## config.mk

```make
export PLATFORM = sky130hd
export DESIGN_NAME = mtp_engine
export DESIGN_NICKNAME = d
export VERILOG_FILES = /design/src/rtl/mtp_pkg.sv /design/src/rtl/mtp_engine.sv
export SDC_FILE = /design/constraint.sdc
export NUM_CORES = 1
export LEC_CHECK = 0
export CAP_MARGIN = 20
export CORE_MARGIN = 2
export CORE_UTILIZATION = 50
export DETAILED_ROUTE_END_ITERATION = 12
export DONT_BUFFER_PORTS = 1
export PLACE_DENSITY_LB_ADDON = 0.3
export SLEW_MARGIN = 40
export SYNTH_ARGS = -nofsm -noshare
export SYNTH_HDL_FRONTEND = slang
export SYNTH_SLANG_ARGS = --single-unit
```

## constraint.sdc

```tcl
create_clock -name clk -period 8.1 [get_ports clk]
set_clock_uncertainty 0.15 [all_clocks]
set_input_delay 1.62 -clock clk [delete_from_list [all_inputs] [get_ports clk]]
set_output_delay 1.62 -clock clk [all_outputs]
set_load 0.005 [all_outputs]
```

## src/rtl/mtp_pkg.sv

```systemverilog
// ----------------------------------------------------------------------------
// MT19937 generator package
// Shared constants, codes, state encoding and word-level helper functions.
// ----------------------------------------------------------------------------
package mtp_pkg;

  localparam int unsigned STATE_WORDS  = 624;
  localparam int unsigned TWIST_OFFSET = 397;
  localparam int unsigned ADDR_W       = $clog2(STATE_WORDS);
  localparam int unsigned WORD_W       = 32;

  localparam logic [ADDR_W-1:0] LAST_ADDR = ADDR_W'(STATE_WORDS - 1);

  localparam logic [WORD_W-1:0] RESET_SEED    = 32'd5489;
  localparam logic [WORD_W-1:0] SEED_MULT     = 32'd1812433253;
  localparam logic [WORD_W-1:0] MATRIX_A      = 32'h9908_b0df;
  localparam logic [WORD_W-1:0] TOP_BIT_MASK  = 32'h8000_0000;
  localparam logic [WORD_W-1:0] LOW_BITS_MASK = 32'h7fff_ffff;
  localparam logic [WORD_W-1:0] TEMPER_B      = 32'h9d2c_5680;
  localparam logic [WORD_W-1:0] TEMPER_C      = 32'hefc6_0000;

  // Command codes carried on the request channel.
  localparam logic CMD_NEXT = 1'b0;
  localparam logic CMD_SEED = 1'b1;

  typedef enum logic [2:0] {
    ST_INIT,
    ST_SEED_MUL,
    ST_SEED_ADD,
    ST_IDLE,
    ST_TWIST
  } mtp_state_t;

  // One write port and two read ports on the state memory.
  typedef struct packed {
    logic              we;
    logic [ADDR_W-1:0] waddr;
    logic [WORD_W-1:0] wdata;
    logic              rd_en;
    logic [ADDR_W-1:0] raddr_a;
    logic [ADDR_W-1:0] raddr_b;
  } mtp_ram_req_t;

  function automatic logic [WORD_W-1:0] twist_word(input logic [WORD_W-1:0] cur,
                                                   input logic [WORD_W-1:0] nxt,
                                                   input logic [WORD_W-1:0] far);
    logic [WORD_W-1:0] pair;
    logic [WORD_W-1:0] mixed;
    pair  = (cur & TOP_BIT_MASK) | (nxt & LOW_BITS_MASK);
    mixed = pair >> 1;
    if (pair[0]) begin
      mixed = mixed ^ MATRIX_A;
    end
    return far ^ mixed;
  endfunction

  function automatic logic [WORD_W-1:0] temper(input logic [WORD_W-1:0] v_in);
    logic [WORD_W-1:0] v;
    v = v_in;
    v = v ^ (v >> 11);
    v = v ^ ((v << 7) & TEMPER_B);
    v = v ^ ((v << 15) & TEMPER_C);
    v = v ^ (v >> 18);
    return v;
  endfunction

endpackage

```

## src/rtl/mtp_engine.sv

```systemverilog
// ----------------------------------------------------------------------------
// MT19937 sequencer and datapath
// Seeds the state memory word by word and twists one word in place per output.
// ----------------------------------------------------------------------------
module mtp_engine (
  input  logic                       clk,
  input  logic                       rst,
  input  logic                       in_valid,
  output logic                       in_ready,
  input  logic                       in_command,
  input  logic [mtp_pkg::WORD_W-1:0] in_seed,
  output logic                       out_valid,
  input  logic                       out_ready,
  output logic [mtp_pkg::WORD_W-1:0] out_word,
  output mtp_pkg::mtp_ram_req_t      ram_req,
  input  logic [mtp_pkg::WORD_W-1:0] rd_a,
  input  logic [mtp_pkg::WORD_W-1:0] rd_b
);

  localparam int unsigned AW = mtp_pkg::ADDR_W;
  localparam int unsigned WW = mtp_pkg::WORD_W;

  mtp_pkg::mtp_state_t state, state_next;

  logic [AW-1:0] pos;       // position of the next word to twist and emit
  logic [AW-1:0] idx;       // seeding index
  logic [WW-1:0] prev;      // last seeded word
  logic [WW-1:0] prod;      // registered seeding product
  logic [WW-1:0] cur;       // untwisted word at pos, carried from the previous read

  logic          accept;
  logic          out_free;
  logic [AW-1:0] pos_inc;
  logic [AW:0]   far_sum;
  logic [AW-1:0] far_addr;
  logic [WW-1:0] twisted;
  logic [WW-1:0] seed_word;

  assign accept   = in_valid && in_ready;
  assign out_free = !out_valid || out_ready;
  assign pos_inc  = (pos == mtp_pkg::LAST_ADDR) ? '0 : pos + 1'b1;
  assign far_sum  = {1'b0, pos} + (AW+1)'(mtp_pkg::TWIST_OFFSET);
  assign far_addr = (far_sum >= (AW+1)'(mtp_pkg::STATE_WORDS))
                    ? AW'(far_sum - (AW+1)'(mtp_pkg::STATE_WORDS))
                    : AW'(far_sum);
  assign twisted   = mtp_pkg::twist_word(cur, rd_a, rd_b);
  assign seed_word = prod + {{(WW-AW){1'b0}}, idx};

  always_comb begin
    state_next = state;
    case (state)
      mtp_pkg::ST_INIT:     state_next = mtp_pkg::ST_SEED_MUL;
      mtp_pkg::ST_SEED_MUL: state_next = mtp_pkg::ST_SEED_ADD;
      mtp_pkg::ST_SEED_ADD: begin
        state_next = (idx == mtp_pkg::LAST_ADDR) ? mtp_pkg::ST_IDLE : mtp_pkg::ST_SEED_MUL;
      end
      mtp_pkg::ST_IDLE: begin
        if (accept) begin
          state_next = (in_command == mtp_pkg::CMD_SEED) ? mtp_pkg::ST_SEED_MUL
                                                         : mtp_pkg::ST_TWIST;
        end
      end
      mtp_pkg::ST_TWIST: begin
        if (out_free) begin
          state_next = mtp_pkg::ST_IDLE;
        end
      end
      default: state_next = mtp_pkg::ST_INIT;
    endcase
  end

  always_comb begin
    in_ready        = (state == mtp_pkg::ST_IDLE);
    ram_req.we      = 1'b0;
    ram_req.waddr   = '0;
    ram_req.wdata   = '0;
    ram_req.rd_en   = 1'b0;
    ram_req.raddr_a = pos_inc;
    ram_req.raddr_b = far_addr;
    case (state)
      mtp_pkg::ST_INIT: begin
        ram_req.we    = 1'b1;
        ram_req.wdata = mtp_pkg::RESET_SEED;
      end
      mtp_pkg::ST_SEED_ADD: begin
        ram_req.we    = 1'b1;
        ram_req.waddr = idx;
        ram_req.wdata = seed_word;
      end
      mtp_pkg::ST_IDLE: begin
        if (accept && in_command == mtp_pkg::CMD_SEED) begin
          ram_req.we    = 1'b1;
          ram_req.wdata = in_seed;
        end
        ram_req.rd_en = accept && (in_command == mtp_pkg::CMD_NEXT);
      end
      mtp_pkg::ST_TWIST: begin
        ram_req.we    = out_free;
        ram_req.waddr = pos;
        ram_req.wdata = twisted;
      end
      default: ram_req.we = 1'b0;
    endcase
  end

  always_ff @(posedge clk) begin
    if (rst) begin
      state     <= mtp_pkg::ST_INIT;
      out_valid <= 1'b0;
      pos       <= '0;
      idx       <= '0;
    end else begin
      state <= state_next;
      // A new word may replace the one being taken in the same cycle.
      if (state == mtp_pkg::ST_TWIST && out_free) begin
        out_valid <= 1'b1;
      end else if (out_valid && out_ready) begin
        out_valid <= 1'b0;
      end
      case (state)
        mtp_pkg::ST_INIT: begin
          prev <= mtp_pkg::RESET_SEED;
          cur  <= mtp_pkg::RESET_SEED;
          idx  <= AW'(1);
        end
        mtp_pkg::ST_SEED_MUL: begin
          prod <= WW'(mtp_pkg::SEED_MULT * (prev ^ (prev >> 30)));
        end
        mtp_pkg::ST_SEED_ADD: begin
          prev <= seed_word;
          idx  <= idx + 1'b1;
          if (idx == mtp_pkg::LAST_ADDR) begin
            pos <= '0;
          end
        end
        mtp_pkg::ST_IDLE: begin
          if (accept && in_command == mtp_pkg::CMD_SEED) begin
            prev <= in_seed;
            cur  <= in_seed;
            idx  <= AW'(1);
          end
        end
        mtp_pkg::ST_TWIST: begin
          if (out_free) begin
            out_word  <= mtp_pkg::temper(twisted);
            cur       <= rd_a;
            pos       <= pos_inc;
          end
        end
        default: begin
          idx <= '0;
        end
      endcase
    end
  end

endmodule

```

==> results of run 1 <==
logic make-up after synthesis:
kind of cell | after synthesis | share of synthesized area [%]
compound gates | 211 | 9.70
xor+xnor | 215 | 12.5
fa+ha+maj | 371 | 38.1
buf+inv | 311 | 7.90
flops | 121 | 22.5
mux | 11 | 0.763
simple gates | 268 | 8.58
per-layer routing:
layer | part of all wire, % | vias to the layer above
li1 | - | 5040
met1 | 40 | 5475
met2 | 48 | 441
met3 | 8.3 | 107
met4 | 3.7 | 2
met5 | 0.074 | -
registers in the layout, indices dropped and copies added (netlist names):
name and cells:
out_word 32, idx 10, pos 10, prod 32, cur 1, out_valid 1, state 3, prev 32
critical path: stages (launching register included):
cell and delay (ns):
edfxtp_1 0.65, ha_1 0.33, ha_1 0.30, fa_1 0.51, inv_1 0.06, fa_1 0.54, inv_1 0.05, fa_1 0.50
inv_1 0.05, fa_1 0.48, inv_1 0.06, fa_1 0.53, inv_1 0.06, fa_1 0.53, inv_1 0.05, ha_1 0.35
a21oi_1 0.18, a21boi_0 0.13, nor2_1 0.18, nand3_1 0.14, a31oi_1 0.38, o21ai_0 0.15, a311o_1 0.36
through the flow:
step | setup WS [ns] | area [sq um]
floorplan | 1.64 | 15100
global placement | 1.27 | 15500
detailed placement | 1.18 | 15600
CTS | 1.14 | 16200
global route | 0.741 | 16200
finish | 1.12 | 16200
cells in the mapped netlist, types with 2 or more instances:
| library cell | number |
|---|---|
| edfxtp_1 | 97 |
| and4_1 | 3 |
| clkbuf_1 | 22 |
| o21ba_2 | 5 |
| dfxtp_1 | 24 |
| o221ai_1 | 7 |
| xor2_1 | 71 |
| a211oi_1 | 11 |
| a31oi_1 | 6 |
| nand2b_1 | 7 |
| nor3_2 | 2 |
| and2_1 | 4 |
| buf_2 | 10 |
| nor2b_1 | 7 |
| ha_1 | 223 |
| or2_2 | 4 |
| nor4_1 | 7 |
| nor2_1 | 74 |
| a31o_2 | 2 |
| nor3b_1 | 2 |
| mux2i_1 | 10 |
| a22oi_1 | 8 |
| nor3_1 | 25 |
| buf_1 | 4 |
| a21o_1 | 15 |
| fa_1 | 147 |
| nor4b_2 | 2 |
| a21oi_1 | 51 |
| a22o_1 | 20 |
| o21bai_1 | 5 |
| xnor2_1 | 144 |
| a21boi_0 | 2 |
| inv_1 | 273 |
| nand4_1 | 11 |
| a311o_1 | 3 |
| nor4b_1 | 3 |
| o21a_1 | 3 |
| o21ai_0 | 45 |
| a211o_1 | 3 |
| nand2_1 | 69 |
| and3_1 | 18 |
| nand3_1 | 29 |
| a221o_1 | 13 |
layout make-up:
type / instances / area, sq um
flip-flops and latches: 121 / 3390
clock buffers: 17 / 425
inverters: 273 / 1020
multi-input cells: 1076 / 10500
repair buffers: 16 / 160
clock inverters: 15 / 151
well taps: 390 / 488
fillers: 2631 / 13500
final timing paths:
path	endpoint	cells past startpoint	slack [ns]
max	prod[29]	22	1.12
min reg2reg	out_valid	2	0.41
min	out_valid	2	0.41
max reg2reg	prod[29]	22	1.12
==> run_results.csv, run 1 <==
group,metric,value,unit
status,status,"complete, no violations",
timing,maxSlewHeadroom,45.1,%
grt,overflow,0,
setup_path,timing.rr.start,"prev[12]",
cts,cts_resized,0,
finish,fin_util,54.6,%
finish,fin_cells,1908,
synthesis,synthDistinctLibCells,60,
synthesis,synth-main-ff-cell,"edfxtp_1",
synthesis,syn_area_per_cell,10.0,sq um
synthesis,netlist_area,0.0151,sq mm
finish,syn2layout_area_growth,7.28,%
timing,post-route-period-util,86.2,%
route,firstDrtPassIters,6,
grt,grt_max_degree,34,
synthesis,syn_nets,1979,
timing,tns,0,ns
floorplanning,die_x,178,microns
hold_path,hold_path_class,"reg2reg",
floorplanning,io_pins,199,
timing,drv_slew,0,
setup_path,crit_required,8.11,ns
grt,grt_pass1_vias,11589,
setup_path,start_kind,"flop",
floorplanning,row_count,63,
route,drc,0,
grt,grt_use_met2,44.3,%
route,drtAntennaViolNets,0,
cts,h-tree-depth,4,
synthesis,synthArstFlopShare,0,%
finish,n_antenna_cell,0,
floorplanning,start_util,50.9,%
floorplanning,fp.coreArea,0.0296,sq mm
finish,layout_commonest_cell,"inv_1",
synthesis,synth.area.top_cells,"fa_1 (20%), edfxtp_1 (19%), ha_1 (19%), xnor2_1 (8.4%), inv_1 (6.8%)",
floorplanning,die_h,178,microns
route,via_per_inst,5.80,
grt,use_met1,34.8,%
cts,post_cts_buffers,0,
route,via_count,11065,
setup_path,critPathKind,"reg2reg",
timing,fmax,0.143,GHz
floorplanning,die_area,0.0316,sq mm
grt,top_usage_layer,"met2",
finish,drive_gt1_share,4.87,%
grt,use_met3,7.93,%
synthesis,yosys_warnings,0,
cts,clock_path_buffers,2,
place,place_congestion,0.932,
cts,cts.sinks,121,
place,dp_cells,1876,
cts,worst_skew_pair.late_latency,0.43,ns
timing,hold_viol,0,
finish,nNetsFinal,1976,
hold_path,hp-start,"out_valid",
cts,cts_tree,"built",
setup_path,crit_path_max_fanout,10,
cts,clk_pin_slew_worst_paths,0.06,ns
flow_run,cap_violations,0,
synthesis,synth_edf_count,97,
setup_path,arrival,6.99,ns
synthesis,seq_area_frac_synth,22.5,%
place,portBuffers,0,
cts,numCtsBuffers,17,
route,routedWlPerCell,22.0,microns
grt,grt.total_usage,27.4,%
timing,setup_viol,0,
timing,rsz0062_at_grt,"no",
synthesis,yosys_register_bits,121,
synthesis,synthCells,1508,
finish,final_cell_mix,"inv_1 (273), ha_1 (223), fa_1 (147)",
place,hpwlAfterDp,34800,microns
synthesis,yosys.area.top_type_share,19.5,%
synthesis,synth_top_area_cell,"fa_1",
cts,clock-root-buffer,"clkbuf_16",
grt,grt_pass1_wl,64500,microns
timing,timing.final.crit_period,6.98,ns
timing,worst_pin_slew,0.820,ns
route,wl,42000,microns
setup_path,cp-end-kind,"flop",
setup_path,crit_start,"prev[12]",
route,drtIter0Drc,930,
timing,whs,0.414,ns
cts,ctsHoldBuffers,0,
grt,antenna_found_initial,1,
Power of run 1 is not shown: default switching activity piles up to over one toggle a cycle in this logic, so the estimate is an artifact.
==> inputs of run 2 (changes only) <==
- CAP_MARGIN: 20 -> unset
- CORE_MARGIN: 2 -> 4
==> run 2 against run 1 <==
Net effect:
- setup slack got worse by 0.16 ns
- critical endpoint unchanged
- global-route usage fell by 2.0 points
- clock-buffer cell count rose by 4
- non-clock buffer count rose by 1
- highest routed layer unchanged
- via count fell by 0.24%
- largest cell class unchanged
- critical path depth did not move
- design area barely moved
==> run_results.csv, run 2 (synthesis results as in run 1) <==
group,metric,value,unit
status,status,"complete, no violations",
setup_path,reg2reg_to,"prod[29]",
finish,final_cell_mix,"inv_1 (273), ha_1 (223), fa_1 (147)",
finish,register_area,0.00339,sq mm
setup_path,path_buf_inv,6,
floorplanning,die_x,182,microns
timing,tns,0,ns
grt,grt_pass1_wl,65000,microns
cts,cts.sinks,121,
hold_path,hp-start,"out_valid",
cts,cts_tree,"built",
finish,n_antenna_cell,0,
timing,drv_slew,0,
cts,post_cts_buffers,0,
setup_path,r2r_slack,0.96,ns
setup_path,timing.rr.start,"prev[12]",
grt,grt.total_usage,25.4,%
setup_path,rr_worst_depth,22,
grt,antenna_found_initial,2,
flow_run,cap_violations,0,
route,wl,41900,microns
timing,fmax,0.140,GHz
hold_path,hold_depth,2,
floorplanning,die_h,182,microns
setup_path,worst_path_largest_cell_delay,0.69,ns
hold_path,hold_end,"out_valid",
timing,maxSlewHeadroom,46.6,%
finish,multi_input_area,0.0105,sq mm
cts,ctsHoldBuffers,0,
setup_path,crit_path_max_fanout,10,
route,drtIter0Drc,859,
finish,layout_commonest_cell,"inv_1",
setup_path,crit_family,"adder cells",
setup_path,cp-end-kind,"flop",
route,drc,0,
hold_path,hold_path_class,"reg2reg",
grt,grt_max_degree,35,
route,via_count,11038,
timing,hold_viol,0,
grt,overflow,0,
place,portBuffers,0,
finish,drive_gt1_share,4.94,%
floorplanning,io_pins,199,
cts,h-tree-depth,4,
setup_path,arrival,7.15,ns
route,firstDrtPassIters,5,
finish,fillers,2589,
setup_path,critPathKind,"reg2reg",
timing,timing.final.crit_period,7.14,ns
floorplanning,row_count,63,
cts,numCtsBuffers,17,
floorplanning,die_area,0.0330,sq mm
finish,syn2layout_area_growth,7.24,%
place,hpwlAfterDp,34800,microns
finish,nNetsFinal,1977,
setup_path,worst_path_max_delay_cell,"edfxtp_1",
timing,post-route-period-util,88.1,%
timing,setup_viol,0,
floorplanning,fp.coreArea,0.0297,sq mm
cts,clk_pin_slew_worst_paths,0.06,ns
route,routedWlPerCell,21.9,microns
finish,reg_top3,"out_word x32, prev x32, prod x32",
route,via_per_inst,5.78,
grt,grt_pass1_vias,11441,
place,place_congestion,0.929,
cts,clock-root-buffer,"clkbuf_16",
setup_path,start_kind,"flop",
cts,clock_path_buffers,2,
cts,cts_resized,0,
timing,rsz0062_at_grt,"no",
cts,worst_skew_pair.late_latency,0.43,ns
setup_path,crit_required,8.11,ns
route,drtAntennaViolNets,0,
floorplanning,start_util,50.8,%
setup_path,path_cells,"ha_1 -> ha_1 -> fa_1 -> inv_1 -> fa_1 -> inv_1 -> fa_1 -> inv_1 -> fa_1 -> inv_1 -> fa_1 -> inv_1 -> fa_1 -> inv_1 -> ha_1 -> a21oi_1 -> a21boi_0 -> nor2_1 -> nand3_1 -> a31oi_1 -> o21ai_0 -> a311o_1",
timing,worst_pin_slew,0.797,ns
## run 2: cell types whose count changed in the layout (fill, tap and decap cells not counted), sizes merged
| cell | delta |
|---|---|
| inv | +1 |
| clkinv | -3 |
| clkbuf | +4 |
| buf | +1 |
| bufinv | -2 |
## run 2: worst max path at each step
stage | start | endpoint | slack (ns) | cells past startpoint
after floorplan | prev[11] | prod[29] | 1.64 | 22
after global placement | prev[11] | prod[29] | 1.25 | 22
after detailed placement | prev[12] | prod[29] | 1.02 | 22
after CTS | prev[12] | prod[29] | 1.00 | 22
after global routing | prev[12] | prod[29] | 0.63 | 22
final | prev[12] | prod[29] | 0.96 | 22
## run 2: per-stage QoR
stage	setup slack (ns)	area, sq um	instances	hold WS, ns	util (%)
after floorplan	1.64	15100	1508	0.348	-
after global placement	1.25	15500	1875	0.380	52.3
after detailed placement	1.02	15600	1877	0.393	52.4
after CTS	1.00	16200	1909	0.401	54.4
after global routing	0.635	16200	1909	0.452	54.4
final	0.963	16200	1909	0.401	54.4
## run 2: area by class of cell
type | count | share of cell area [%]
clock inverter | 11 | 0.518
multi-input combinational | 1076 | 65.2
timing repair buffer | 17 | 0.882
sequential | 121 | 21.0
tap | 390 | 3.02
inverter | 273 | 6.34
clock buffer | 21 | 3.12
## run 2: worst min-delay path, delay by kind of cell (launching register included)
family	cells	cell delay (ns)
DFF	1	0.34
and+or+nand+nor	1	0.10
AOI/OAI and AO/OA	1	0.07
## run 2: per-layer routing
layer  part of all wire, %  vias up  track usage (%)  wire (microns)
met3                   9.2       97             7.41            3870
met5                 0.057        -                0              24
met2                    48      452             41.2           20000
met4                   3.0        4             7.39            1270
met1                    40     5449             33.1           16700
li1                      -     5036                -               -
Power of run 2 is left out for the same reason.
==> inputs of run 3 (changes only) <==
- RECOVER_POWER: unset -> 100
- clock period: 8.1 -> 7.8 ns (I/O delays scaled with it)
==> run 3 against run 2 <==
Net effect:
- the run now ends with max-capacitance violations, max-slew violations left
- clock-buffer cell count decreased by 1
- final cell count unchanged
- die area unchanged
- sequential cell count unchanged
- fmax increased by 0.87%
- routed wire length decreased by 0.71%
- sequential share of layout area increased by 0.13 points
- first-iteration DRC count decreased by 1.4%
- global-route usage decreased by 0.088 points
- non-clock buffer count unchanged
==> run_results.csv, run 3 (synthesis results as in run 1) <==
group,metric,value,unit
status,status,"finished with violations",
status,violations,"max-capacitance violations, max-slew violations",
timing,worst_pin_slew,1.97,ns
finish,fin_util,54.1,%
cts,clk_pin_slew_worst_paths,0.06,ns
finish,fillers,2653,
cts,cts_tree,"built",
timing,post-route-period-util,90.7,%
finish,nNetsFinal,1977,
floorplanning,row_count,63,
finish,reg_top3,"out_word x32, prev x32, prod x32",
finish,layout_commonest_cell,"inv_1",
grt,grt_pass1_wl,64500,microns
route,firstDrtPassIters,7,
grt,grt.total_usage,25.3,%
timing,whs,0.396,ns
finish,drive_gt1_share,3.03,%
setup_path,crit_path_max_fanout,7,
route,drc,0,
floorplanning,fp.coreArea,0.0297,sq mm
timing,setup_viol,0,
route,dr_wl_met2,19800,microns
timing,drv_slew,101,
route,wl,41600,microns
finish,n_antenna_cell,0,
floorplanning,die_h,182,microns
hold_path,hold_path_class,"reg2reg",
place,place_area,0.0156,sq mm
floorplanning,die_area,0.0330,sq mm
cts,h-tree-depth,4,
grt,grt_max_degree,35,
route,top_layer_used,"met5",
finish,multi_input_area,0.0105,sq mm
route,drtIter0Drc,847,
place,hpwlAfterDp,34900,microns
route,via_count,10939,
finish,syn2layout_area_growth,6.60,%
place,portBuffers,0,
cts,cts_resized,0,
route,wl_met3,3520,microns
route,via_per_inst,5.73,
cts,post_cts_buffers,0,
finish,stdcell_area,0.0161,sq mm
timing,maxSlewHeadroom,-31.5,%
timing,timing.final.crit_period,7.08,ns
route,routedWlPerCell,21.8,microns
setup_path,critPathKind,"reg2reg",
grt,grt_pass1_vias,11350,
cts,clock-root-buffer,"clkbuf_16",
place,place_congestion,0.922,
timing,rsz0062_at_grt,"no",
cts,clock_path_buffers,2,
route,drt-met1-wl,17200,microns
timing,fmax,0.141,GHz
floorplanning,start_util,50.8,%
floorplanning,io_pins,199,
grt,antenna_found_initial,1,
setup_path,arrival,7.09,ns
finish,final_cell_mix,"inv_1 (273), ha_1 (223), fa_1 (147)",
finish,register_area,0.00339,sq mm
flow_run,cap_violations,3,
setup_path,start_kind,"flop",
setup_path,cp-end-kind,"flop",
cts,ctsHoldBuffers,0,
grt,overflow,0,
floorplanning,die_x,182,microns
cts,cts.sinks,121,
timing,hold_viol,0,
route,drtAntennaViolNets,0,
cts,worst_skew_pair.late_latency,0.42,ns
cts,numCtsBuffers,17,
timing,tns,0,ns
setup_path,crit_required,7.81,ns
run 3: layout make-up:
class	instances	share of cell area (%)
timing repair buffer	17	0.467
sequential	121	21.1
tap	390	3.04
multi-input combinational	1076	65.2
clock inverter	12	1.08
clock buffer	20	2.72
inverter	273	6.37
run 3: metrics by stage:
stage          std cells  setup slack (ns)
4_1_cts             1909             0.819
3_3_place_gp        1875             0.999
5_1_grt             1909             0.336
3_5_place_dp        1877             0.857
2_1_floorplan       1508              1.34
6_report            1909             0.724
run 3: worst max-delay path: stages, from the launching register on:
cell and delay (ns):
edfxtp_1 0.49, xor2_1 0.17, clkbuf_1 0.55, xor2_1 0.17, ha_1 0.22, or2_2 0.29, ha_1 0.30, fa_1 0.48
ha_1 0.23, fa_1 0.56, fa_1 0.46, fa_1 0.55, inv_1 0.06, fa_1 0.54, inv_1 0.05, ha_1 0.35
nand2_1 0.09, nor2_1 0.04, a211oi_1 0.23, a31oi_1 0.17, o31ai_1 0.36, a21oi_1 0.14, xor2_1 0.16
run 3: final timing paths:
check | startpoint | endpoint | slack (ns) | cells after the start
max reg2reg | prev[30] | prod[30] | 0.72 | 22
min reg2reg | out_valid | out_valid | 0.40 | 2
max | prev[30] | prod[30] | 0.72 | 22
min | out_valid | out_valid | 0.40 | 2
run 3: routing by layer:
layer / track usage, % / up-vias
li1: - / 5057
met1: 33.1 / 5443
met2: 41.0 / 369
met3: 7.37 / 68
met4: 7.36 / 2
met5: 0 / -
Power of run 3 is left out for the same reason.
